`src/rtl/vpa_pkg.sv`:
```
// Package for the variable-partition allocator: widths, status codes, states.
// No dependencies.
package vpa_pkg;
    localparam int OWNED_ENTRIES_DEF = 16;
    localparam int FREE_ENTRIES_DEF  = 17;
    localparam int ADDRESS_BITS_DEF  = 16;
    localparam int SIZE_W   = 16;
    localparam int PID_W    = 8;
    localparam int STATUS_W = 3;
    localparam int CFG_IDX_W = 2;
    localparam logic [15:0] MEM_UNITS_RST = 16'd1024;
    localparam logic [15:0] SLICE_FLOOR_RST = 16'd10;

    localparam logic [STATUS_W-1:0] ST_ALLOC   = 3'd0;
    localparam logic [STATUS_W-1:0] ST_COMPACT = 3'd1;
    localparam logic [STATUS_W-1:0] ST_NOSPACE = 3'd2;
    localparam logic [STATUS_W-1:0] ST_FULL    = 3'd3;
    localparam logic [STATUS_W-1:0] ST_REL     = 3'd4;
    localparam logic [STATUS_W-1:0] ST_UNKNOWN = 3'd5;

    localparam logic [CFG_IDX_W-1:0] REG_MEM_UNITS   = 2'd0;
    localparam logic [CFG_IDX_W-1:0] REG_FIT         = 2'd1;
    localparam logic [CFG_IDX_W-1:0] REG_SLICE_FLOOR = 2'd2;

    localparam logic [1:0] FIT_BEST  = 2'd1;
    localparam logic [1:0] FIT_WORST = 2'd2;

    typedef enum logic [3:0] {
        S_IDLE, S_SLOT, S_FSCAN, S_GRANT, S_CPICK, S_CCLR, S_CGRANT,
        S_RFIND, S_RSCAN, S_RMERGE, S_RNEW, S_OUT
    } t_state;
endpackage

```
`src/rtl/variable_partition_allocator.sv`:
```
// Variable-partition allocator top level: tables, sequencer, stream ports.
// Depends on vpa_pkg.
//
// Use: send requests on the s_axis channel. tdata packs, from bit 0 up:
// req_len[15:0], release_pid[23:16]; tuser carries kind (0 allocate,
// 1 release). One result transfer per request leaves on m_axis with tdata:
// status[2:0], owner_pid[10:3], block_start[26:11], block_size[42:27], zero
// padded to 48 bits. Registers are written on the cfg channel (index 0
// memory_size, 1 fit_policy, 2 minimum_slice) while the block is idle.
// Each request is walked one table entry per cycle through one shared
// compare/add datapath. An allocate scans the owned table for a slot and
// the free table for a fitting entry, then grants; compaction adds one
// placement pass over the owned table per placed block, a clear of the
// free table and a grant. A release searches the owned table and the free
// table, and searches for an empty free entry only when it cannot merge.
// s_axis_tready is high only in idle; the result is held in the output
// register while the receiver stalls, and the next request is taken once
// the result transfer has cleared r_ovalid and the state is back in idle.
// Reset restores memory_size 1024, fit 0, slice 10, one free block.
module variable_partition_allocator #(
    parameter int OWNED_ENTRIES = vpa_pkg::OWNED_ENTRIES_DEF,
    parameter int FREE_ENTRIES  = vpa_pkg::FREE_ENTRIES_DEF,
    parameter int ADDRESS_BITS  = vpa_pkg::ADDRESS_BITS_DEF
) (
    input  logic        i_clk,
    input  logic        i_rst_n,
    input  logic        s_axis_tvalid,
    output logic        s_axis_tready,
    input  logic [23:0] s_axis_tdata,   // req_len[15:0], release_pid[23:16]
    input  logic        s_axis_tuser,   // kind
    output logic        m_axis_tvalid,
    input  logic        m_axis_tready,
    output logic [47:0] m_axis_tdata,   // status, owner_pid, block_start, block_size
    input  logic        i_cfg_valid,
    output logic        o_cfg_ready,
    input  logic [vpa_pkg::CFG_IDX_W-1:0] i_cfg_index,
    input  logic [15:0] i_cfg_data
);
    import vpa_pkg::*;
    localparam int OW = $clog2(OWNED_ENTRIES);
    localparam int FW = $clog2(FREE_ENTRIES);
    localparam int OC = $clog2(OWNED_ENTRIES + 1);
    localparam int FC = $clog2(FREE_ENTRIES + 1);
    localparam int AB = ADDRESS_BITS;
    localparam int TW = AB + FC; // total free space accumulator
    localparam int CW = (TW > 16) ? TW : 16; // compare width

    t_state r_state, n_state;
    logic [1:0]  r_fit;
    logic [15:0] r_slice_floor;
    logic [AB-1:0] r_fs [FREE_ENTRIES];
    logic [AB-1:0] r_fl [FREE_ENTRIES];
    logic [FREE_ENTRIES-1:0] r_fu;
    logic [PID_W-1:0] r_op [OWNED_ENTRIES];
    logic [AB-1:0] r_os [OWNED_ENTRIES];
    logic [AB-1:0] r_ol [OWNED_ENTRIES];
    logic [OWNED_ENTRIES-1:0] r_ou, r_placed;
    logic [PID_W-1:0] r_pidc;
    logic [15:0] r_size;
    logic [PID_W-1:0] r_rpid;
    logic [OC-1:0] r_oi;   // owned scan index
    logic [FC-1:0] r_fi;   // free scan index
    logic [OW-1:0] r_slot, r_cpick;
    logic          r_have;  // slot/pick found
    logic [FW-1:0] r_pick, r_prev, r_next;
    logic          r_hprev, r_hnext, r_hcp;
    logic [TW-1:0] r_total;
    logic [AB-1:0] r_cursor, r_rstart, r_rlen;
    logic          r_ovalid;
    logic [47:0]   r_odata;

    logic [FW-1:0] fi;
    logic [OW-1:0] oi;
    assign fi = r_fi[FW-1:0];
    assign oi = r_oi[OW-1:0];
    logic s_acc, m_acc, cfg_acc;
    assign s_axis_tready = (r_state == S_IDLE);
    assign o_cfg_ready   = (r_state == S_IDLE);
    assign s_acc = s_axis_tvalid && s_axis_tready;
    assign cfg_acc = i_cfg_valid && o_cfg_ready;
    assign m_axis_tvalid = r_ovalid;
    assign m_axis_tdata  = r_odata;
    assign m_acc = r_ovalid && m_axis_tready;

    // shared compare unit on the current free entry
    logic [AB-1:0] cur_l, cur_s, pk_l, pk_s;
    logic better, fits;
    assign cur_l = r_fl[fi];
    assign cur_s = r_fs[fi];
    assign pk_l = r_fl[r_pick];
    assign pk_s = r_fs[r_pick];
    assign fits = CW'(cur_l) >= CW'(r_size);
    always_comb begin
        if (!r_have) better = 1'b1;
        else if (r_fit == FIT_BEST)
            better = cur_l < pk_l || (cur_l == pk_l && cur_s < pk_s);
        else if (r_fit == FIT_WORST)
            better = cur_l > pk_l || (cur_l == pk_l && cur_s < pk_s);
        else better = cur_s < pk_s;
    end
    logic [AB-1:0] g_dif;
    logic [AB-1:0] size_a;
    assign size_a = AB'(r_size);
    assign g_dif = pk_l - size_a;

    // compaction pick: lowest start among unplaced blocks, ties to lowest index
    logic cp_take, cp_any;
    logic [OW-1:0] cp_w;
    assign cp_take = r_ou[oi] && !r_placed[oi] && (!r_hcp || r_os[oi] < r_os[r_cpick]);
    assign cp_any  = r_hcp || (r_ou[oi] && !r_placed[oi]);
    assign cp_w    = cp_take ? oi : r_cpick;

    logic last_f, last_o;
    assign last_f = (r_fi == FC'(FREE_ENTRIES - 1));
    assign last_o = (r_oi == OC'(OWNED_ENTRIES - 1));

    always_comb begin
        n_state = r_state;
        unique case (r_state)
            S_IDLE:   if (s_acc) n_state = s_axis_tuser ? S_RFIND : S_SLOT;
            S_SLOT:   if (r_size == 16'd0) n_state = S_OUT;
                      else if (!r_ou[oi]) n_state = S_FSCAN;
                      else if (last_o) n_state = S_OUT;
            S_FSCAN:  if (last_f) n_state = S_GRANT;
            S_GRANT:  n_state = S_OUT;
            // stay until a pass finds no unplaced block
            S_CPICK:  if (last_o && !cp_any) n_state = S_CCLR;
            S_CCLR:   if (last_f) n_state = S_CGRANT;
            S_CGRANT: n_state = S_OUT;
            S_RFIND:  if (r_ou[oi] && r_op[oi] == r_rpid) n_state = S_RSCAN;
                      else if (last_o) n_state = S_OUT;
            S_RSCAN:  if (last_f) n_state = S_RMERGE;
            S_RMERGE: n_state = (r_hprev || r_hnext) ? S_OUT : S_RNEW;
            S_RNEW:   if (!r_fu[fi] || last_f) n_state = S_OUT;
            S_OUT:    if (!r_ovalid) n_state = S_IDLE;
            default:  n_state = S_IDLE;
        endcase
        if (r_state == S_GRANT && !r_have)
            n_state = (CW'(r_size) > CW'(r_total)) ? S_OUT : S_CPICK;
    end

    function automatic logic [47:0] pack(logic [2:0] st, logic [7:0] p,
                                         logic [15:0] a, logic [15:0] l);
        pack = {5'd0, l, a, p, st};
    endfunction

    logic [AB-1:0] end_a;
    assign end_a = r_rstart + r_rlen;

    always_ff @(posedge i_clk) begin
        if (!i_rst_n) begin
            r_state <= S_IDLE;
            r_fit <= 2'd0;
            r_slice_floor <= SLICE_FLOOR_RST;
            r_pidc <= '0;
            r_ou <= '0;
            r_fu <= FREE_ENTRIES'(1);
            for (int k = 0; k < FREE_ENTRIES; k++) begin
                r_fs[k] <= '0;
                r_fl[k] <= (k == 0) ? AB'(MEM_UNITS_RST) : '0;
            end
            r_ovalid <= 1'b0;
        end else begin
            r_state <= n_state;
            if (m_acc) r_ovalid <= 1'b0;
            if (cfg_acc) begin
                unique case (i_cfg_index)
                    REG_MEM_UNITS: begin
                        // drop every block, leave one free block over the new size (none if the size is zero)
                        r_ou <= '0;
                        r_fu <= FREE_ENTRIES'(AB'(i_cfg_data) != '0);
                        r_fs[0] <= '0;
                        r_fl[0] <= AB'(i_cfg_data);
                    end
                    REG_FIT:         r_fit <= i_cfg_data[1:0];
                    REG_SLICE_FLOOR: r_slice_floor <= i_cfg_data;
                    default: ;
                endcase
            end
            case (r_state)
                S_IDLE: if (s_acc) begin
                    r_size <= s_axis_tdata[15:0];
                    r_rpid <= s_axis_tdata[23:16];
                    r_oi <= '0; r_fi <= '0; r_have <= 1'b0; r_total <= '0;
                    r_hprev <= 1'b0; r_hnext <= 1'b0;
                    if (!s_axis_tuser) r_pidc <= r_pidc + 1'b1;
                end
                S_SLOT: begin
                    if (r_size == 16'd0)
                        r_odata <= pack(ST_NOSPACE, 8'd0, 16'd0, 16'd0);
                    else if (!r_ou[oi]) r_slot <= oi;
                    else if (last_o) r_odata <= pack(ST_FULL, 8'd0, 16'd0, 16'd0);
                    r_oi <= r_oi + 1'b1;
                end
                S_FSCAN: begin
                    if (r_fu[fi]) begin
                        r_total <= r_total + TW'(cur_l);
                        if (fits && better) begin
                            r_pick <= fi; r_have <= 1'b1;
                        end
                    end
                    r_fi <= r_fi + 1'b1;
                end
                S_GRANT, S_CGRANT: if (r_have || r_state == S_CGRANT) begin
                    r_ou[r_slot] <= 1'b1;
                    r_op[r_slot] <= r_pidc;
                    r_os[r_slot] <= pk_s;
                    if (g_dif == '0 || CW'(g_dif) < CW'(r_slice_floor)) begin
                        r_ol[r_slot] <= pk_l;
                        r_fu[r_pick] <= 1'b0;
                        r_fs[r_pick] <= '0; r_fl[r_pick] <= '0;
                        r_odata <= pack(r_state == S_CGRANT ? ST_COMPACT : ST_ALLOC,
                                        r_pidc, 16'(pk_s), 16'(pk_l));
                    end else begin
                        r_ol[r_slot] <= size_a;
                        r_fs[r_pick] <= pk_s + size_a;
                        r_fl[r_pick] <= g_dif;
                        r_odata <= pack(r_state == S_CGRANT ? ST_COMPACT : ST_ALLOC,
                                        r_pidc, 16'(pk_s), r_size);
                    end
                end else begin
                    r_odata <= pack(ST_NOSPACE, 8'd0, 16'd0, 16'd0);
                    r_oi <= '0; r_placed <= '0; r_cursor <= '0;
                    r_hcp <= 1'b0;
                end
                S_CPICK: begin
                    // one pass per placed block: find lowest unplaced start
                    if (last_o) begin
                        r_oi <= '0;
                        r_hcp <= 1'b0;
                        if (cp_any) begin
                            r_placed[cp_w] <= 1'b1;
                            r_os[cp_w] <= r_cursor;
                            r_cursor <= r_cursor + r_ol[cp_w];
                        end
                    end else begin
                        if (cp_take) begin
                            r_cpick <= oi; r_hcp <= 1'b1;
                        end
                        r_oi <= r_oi + 1'b1;
                    end
                    r_fi <= '0;
                end
                S_CCLR: begin
                    r_fu[fi] <= fi == '0;
                    r_fs[fi] <= (fi == '0) ? r_cursor : '0;
                    r_fl[fi] <= (fi == '0) ? AB'(r_total) : '0;
                    r_fi <= r_fi + 1'b1;
                    r_pick <= '0;
                end
                S_RFIND: begin
                    if (r_ou[oi] && r_op[oi] == r_rpid) begin
                        r_rstart <= r_os[oi]; r_rlen <= r_ol[oi];
                        r_ou[oi] <= 1'b0;
                    end else if (last_o)
                        r_odata <= pack(ST_UNKNOWN, r_rpid, 16'd0, 16'd0);
                    r_oi <= r_oi + 1'b1;
                end
                S_RSCAN: begin
                    if (r_fu[fi]) begin
                        if (!r_hprev && cur_s + cur_l == r_rstart) begin
                            r_prev <= fi; r_hprev <= 1'b1;
                        end else if (!r_hnext && cur_s == end_a) begin
                            r_next <= fi; r_hnext <= 1'b1;
                        end
                    end
                    r_fi <= r_fi + 1'b1;
                end
                S_RMERGE: begin
                    r_odata <= pack(ST_REL, r_rpid, 16'(r_rstart), 16'(r_rlen));
                    r_fi <= '0;
                    if (r_hprev) begin
                        r_fl[r_prev] <= r_fl[r_prev] + r_rlen + (r_hnext ? r_fl[r_next] : '0);
                        if (r_hnext) begin
                            r_fu[r_next] <= 1'b0; r_fs[r_next] <= '0; r_fl[r_next] <= '0;
                        end
                    end else if (r_hnext) begin
                        r_fs[r_next] <= r_rstart;
                        r_fl[r_next] <= r_fl[r_next] + r_rlen;
                    end
                end
                S_RNEW: begin
                    if (!r_fu[fi]) begin
                        r_fu[fi] <= 1'b1; r_fs[fi] <= r_rstart; r_fl[fi] <= r_rlen;
                    end
                    r_fi <= r_fi + 1'b1;
                end
                default: ;
            endcase
            if (r_state != S_OUT && n_state == S_OUT) r_ovalid <= 1'b1;
        end
    end
endmodule
```
`config.mk`:
```
export PLATFORM = sky130hd
export DESIGN_NAME = variable_partition_allocator
export DESIGN_NICKNAME = d
export VERILOG_FILES = /design/src/rtl/vpa_pkg.sv /design/src/rtl/variable_partition_allocator.sv
export SDC_FILE = /design/constraint.sdc
export NUM_CORES = 2
export LEC_CHECK = 0
export BUFFER_PORTS_ARGS = -buffer_cell sky130_fd_sc_hd__buf_2
export CORE_MARGIN = 2
export CORE_UTILIZATION = 60
export DETAILED_ROUTE_END_ITERATION = 12
export PLACE_DENSITY = 0.76
export REMOVE_ABC_BUFFERS = 1
export SLEW_MARGIN = 30
export SYNTH_ARGS = -nofsm -noshare
export SYNTH_HDL_FRONTEND = slang
export SYNTH_SLANG_ARGS = --single-unit
```
`constraint.sdc`:
```
create_clock -name i_clk -period 11.8 [get_ports i_clk]
set_input_delay 0.59 -clock i_clk [delete_from_list [all_inputs] [get_ports i_clk]]
set_output_delay 0.59 -clock i_clk [all_outputs]
set_load 0.05 [all_outputs]
```
Word-level counts from Yosys, hierarchy flattened
Memory sizes are Yosys's and may differ from the RTL's. A register that Yosys moved wholly into a read port is not among the register bits.
Index checks and enable logic that the tools add are counted.
- memory bits (writable): 1184
- bits in registers: 242
- bits in latches: 0
- bits in read-only memories: 0
- word-level logic and storage cells: 388
- memories: 5
- memories (memory ; depth ; bits a word ; rd ports ; clocked after memory_dff ; wr ports ; line ; source):
    r_fl ; 17 ; 16 ; 4 ; 4 ; 17 ; variable_partition_allocator.sv:52 ; logic [AB-1:0] r_fl [FREE_ENTRIES];
    r_fs ; 17 ; 16 ; 2 ; 2 ; 17 ; variable_partition_allocator.sv:51 ; logic [AB-1:0] r_fs [FREE_ENTRIES];
    r_ol ; 16 ; 16 ; 2 ; 1 ; 1 ; variable_partition_allocator.sv:56 ; logic [AB-1:0] r_ol [OWNED_ENTRIES];
    r_os ; 16 ; 16 ; 2 ; 2 ; 1 ; variable_partition_allocator.sv:55 ; logic [AB-1:0] r_os [OWNED_ENTRIES];
    r_op ; 16 ; 8 ; 1 ; 1 ; 1 ; variable_partition_allocator.sv:54 ; logic [PID_W-1:0] r_op [OWNED_ENTRIES];
- add/sub/neg operators: 12
- $lt $le $gt $ge: 19
- $mul: 0
- divide/modulo/power cells: 0
- shift operators: 0
- mux-type cells: 187
- bitwise operators: 23
- eq/ne operators: 38
- reductions and logical operators: 79
- operator list (cell ; number):
    $mux 16 ; 30
    $mux 48 ; 6
    $pmux 48 s4 ; 1
    $mux 17 ; 8
    $reduce_or 16->1 ; 8
    $add 16x16->16 ; 7
    $pmux 16 s2 ; 3
    $mux 5 ; 18
    $mux 1 ; 79
    $mux 4 ; 18
    $pmux 17 s4 ; 1
    $lt 16x16->1 ; 4
    $eq 16x16->1 ; 3
    $pmux 4 s11 ; 1
    $mux 43 ; 1
    $mux 21 ; 2
    $pmux 21 s2 ; 1
    $and 17x17->17 ; 2
    $not 17->17 ; 2
    $logic_not 16->1 ; 2
    $or 16x16->16 ; 2
    $reduce_and 4->1 ; 6
    $ne 2x2->1 const B ; 11
    $add 21x16->21 ; 1
    other kinds (53) ; 141

Logic depth before layout (Yosys ltp)
- depth after elaboration: 14
- mapped depth: 35

Least setup slack after synthesis
Ideal clock, no wire load.
- kind: reg-to-reg
- start: register with a tool-made name
- end: register r_cursor[15], data pin
- cell stages (with the launch flop): 34
- library setup time: 0.268 ns
- buffers on the path: 6
- data required time: 11.532 ns
- arrival time: 8.399 ns
- path slack: 3.133 ns
- cells stage by stage: dfxtp_1 > buf_2 > buf_2 > clkbuf_1 > buf_1 > mux4_2 > mux4_2 > ha_1 > a2111oi_0 > o21ai_0 > a211o_1 > nor3_1 > a22oi_4 > nor2_1 > a21oi_2 > inv_2 > buf_4 > buf_6 > mux4_2 > nand2_1 > a31oi_1 > ha_1 > a21o_1 > a21o_1 > a21o_1 > a21oi_1 > o21bai_1 > a211o_1 > a2111oi_0 > o41ai_1 > a21o_1 > a21oi_1 > o21ai_0 > nor3b_1
- RTL lines (what ; line ; source):
    to (signal assigned) ; variable_partition_allocator.sv:234 ; r_cursor <= r_cursor + r_ol[cp_w];
    to (decl) ; variable_partition_allocator.sv:68 ; logic [AB-1:0] r_cursor, r_rstart, r_rlen;

==> summary.md <==
| Metric | Value |
|---|---|
| Fin crit share | 78.4% |
| I/O pins | between 90 and 100 |
| Slew at the pin closest to its max-slew limit | 1110 ps |
| Post-route cell area | about 0.12 mm² |
| Synthesized area | 0.112 mm² |
| Input/output buffers | 93 |
| Pin count of the biggest net entering global routing | 109 |
| Vias per cell | just under 8 |
| Simple-gate area share of the yosys netlist | 5.88% |
| Root buf cell | clkbuf_16 |
| Critical path's slowest cell | dfxtp_4 |
| Final Net Count | a little under 8000 |
| Fmax | 108 MHz |
| Routed Antenna Nets | 0 |
| Initial core utilization | between 60% and 70% |
| Post-DP Area | between 0.1 and 0.15 mm² |
| RSZ-0062 raised after global routing | no |
| Final max-slew violation count | 0 |
| Power density over cell area | 210 mW/mm² |
| WL/cell | 39.0 µm |
| Cell variety after synth | 99 |
| Global-route wire length before repair | 558000 µm |
| WHS Path Cells | 3 |
| R2r worst-path depth | 30 |
| Fillers | roughly 12000 |
| Synth top area share | 49.8% |
| Number of synthesized flops with an enable pin | between 1500 and 2000 |
| Area contributors post-synth | edfxtp_1 50%, mux4_2 26%, ha_1 2.5% |
| Final setup viols | 0 |
| Clk sink count | 1945 |
| Congestion Overflow GR | 0 |
| Num CTS Buffers | approximately 200 |
| RD Place Congestion | about 1 |
| Most frequent cell after synthesis | edfxtp_1 |
| Slowest stage delay, CP | a little under 800 ps |
| CTS tree | done |
| Critical path required time | roughly 12000 ps |
| Max-cap violations | 0 |
| GRT Total Usage | about two fifths |
| Synth Flop Type | edfxtp_1 |
| Core Rows | approximately 160 |
| Synth Area in Compound Gates | under 10% |
| Die W | roughly 440 µm |
| Worst min path class | primary input to register |
| FF-to-FF End | r_cursor[15] |
| Clock latency on the worst-skew pair | 900 ps |
| Main combinational cell family by area after synthesis | multiplexers |
| DRT Pass-1 Iters | 8 |
| Worst slew margin | roughly a quarter |
| Synth async-reset ratio | 0% |
| Via count | ~79000 |
| Worst Path Arrival | between 9000 and 10000 ps |
| Layout cells sized above 1 | between 30% and 40% |
| # resized after CTS | 0 |
| Clk buf depth | 3 |
| Hold Startpoint | i_cfg_data[13] |
| Post-synthesis mux area share | between 20% and 30% |
| Setup crit end kind | register |
| Status | completed |
| Clk slew on worst S/H paths | roughly 70 ps |
| Core Region | between 0.15 and 0.2 mm² |
| Crit path kind | register to register |
| Post-synth top cells | 1853 x edfxtp_1, 1306 x mux4_2, 566 x nor2_1 |
| Final Hold Vio Count | 0 |
| Adder-cell area share of the yosys netlist | ~2.9% |
| DRT iter0 DRCs | approximately 14000 |
| Die height | ~440 µm |
| Routed WL | 393000 µm |
| Mean Syn Cell Area | about 15 µm² |
| Remaining DRCs | 0 |
| Leakage | 41.4 nW |
| Layout area overhead | 10.0% |
| Setup TNS | 0 ps |
| R2R Setup Slk | around 2500 ps |
| HPWL after DPL | approximately 250000 µm |
| Worst Hold End | r_slice_floor[13] |
| Crit-path max FO | 58 |
| Post-synth top area cell | edfxtp_1 |
| #FFs+latches synth | about 2000 |
| Cell count after synthesis | around 7400 |
| Full die area | around 0.19 mm² |
| Vias in the first global route | between 70000 and 80000 |
| Sequential fraction of the synthesis area | approximately half |
| Post-CTS setup buffer count | 0 |
| Initial antenna violation count | 22 |
| H-Tree Depth | 4 |
| Ys Warns | 0 |
| Skew final | a little under 60 ps |
| Maximum VDD drop | between 0.0002 and 0.00025 V |
| Post-layout min period | approximately 9300 ps |
| Post-Synth XOR/XNOR Area | under 10% |
| CP Launch Type | register |
## worst max-delay path, delay by kind of cell, from the launching register on
family                   cells  cell delay, ps
flip-flops                   1             770
AND/OR/NAND/NOR              6            1080
buffers and inverters        4            1720
multiplexers                 3            1500
adder cells (fa/ha/maj)      2             580
AO/OA/AOI/OAI               15            3280
## per-stage QoR
step,instances,power (W),util (%),setup slack [ps],hold slack (ps)
floorplan,6783,0.0166,-,-9570,434
global placement,9647,0.0187,62.3,2820,444
detailed placement,9659,0.0189,62.5,2720,449
CTS,10100,0.0255,66.4,2660,30.2
global route,10100,0.0266,66.4,1920,57.7
finish,10100,0.0258,66.4,2550,67.2
## kinds of logic after synthesis
logic type | after synthesis
flops | 1945
xor+xnor | 143
simple gates | 1496
buf+inv | 855
mux | 1559
fa+ha+maj | 248
other cells | 1
compound gates | 1184
## flip-flops by register name (all words and copies together), names as in the netlist, 8 cells and up, named ones only
| signal | cells |
|---|---|
| r_placed | 16 |
| r_size | 16 |
| r_slice_floor | 16 |
| r_fs | 512 |
| r_pidc | 8 |
| r_fu | 17 |
| r_os | 256 |
| r_rstart | 16 |
| r_cursor | 16 |
| r_rpid | 8 |
| r_rlen | 16 |
| r_ol | 256 |
| r_fl | 512 |
| r_ou | 16 |
| r_total | 21 |
| r_op | 128 |
| m_axis_tdata | 43 |
## worst max path at each step
stage	endpoint	depth (start not counted)
floorplan	r_fs[17][10]	18
global placement	r_ol[13][3]	23
detailed placement	r_cursor[15]	29
CTS	r_cursor[15]	29
global route	r_cursor[15]	27
finish	r_cursor[15]	30
## final cells by class
cell class / instances / area [µm²] / area share (%)
clock inverters: 131 / 1430 / 1.16
multi-input cells: 4635 / 51500 / 41.8
flip-flops and latches: 1945 / 57600 / 46.8
clock buffers: 241 / 5360 / 4.35
diodes: 16 / 40.0 / 0.0325
well taps: 2480 / 3100 / 2.52
repair buffers: 432 / 3350 / 2.72
inverters: 203 / 764 / 0.621
## routing by layer
metal  up-vias  routed length, µm  global-route usage [%]
met4        28              36400                    29.9
met3      1993              59000                    14.9
met1     39600             122000                    50.0
li1      30300                  -                       -
met2      7472             176000                    61.5
met5         -                439                   0.479
## power breakdown
part / internal, W / switching [W]
clock: 0.00370 / 0.00291
sequential: 0.00824 / 0.000537
combinational: 0.00427 / 0.00617
total: 0.0162 / 0.00962
## timing repair
action	CTS	global route
hold buffers	34	0
setup endpoints to repair	0	0
hold endpoints to repair	35	0
## placed cells by master (no fill, tap or decap), drive strengths merged, types with 98 or more instances in the layout
master / count
nor2: 566
nand2: 508
o22ai: 284
inv: 214
mux2i: 162
clkbuf: 242
a21oi: 232
xnor2: 98
ha: 225
mux4: 1311
o21ai: 274
buf: 397
edfxtp: 1853
No activity file was read; power rests on OpenSTA's default activity.
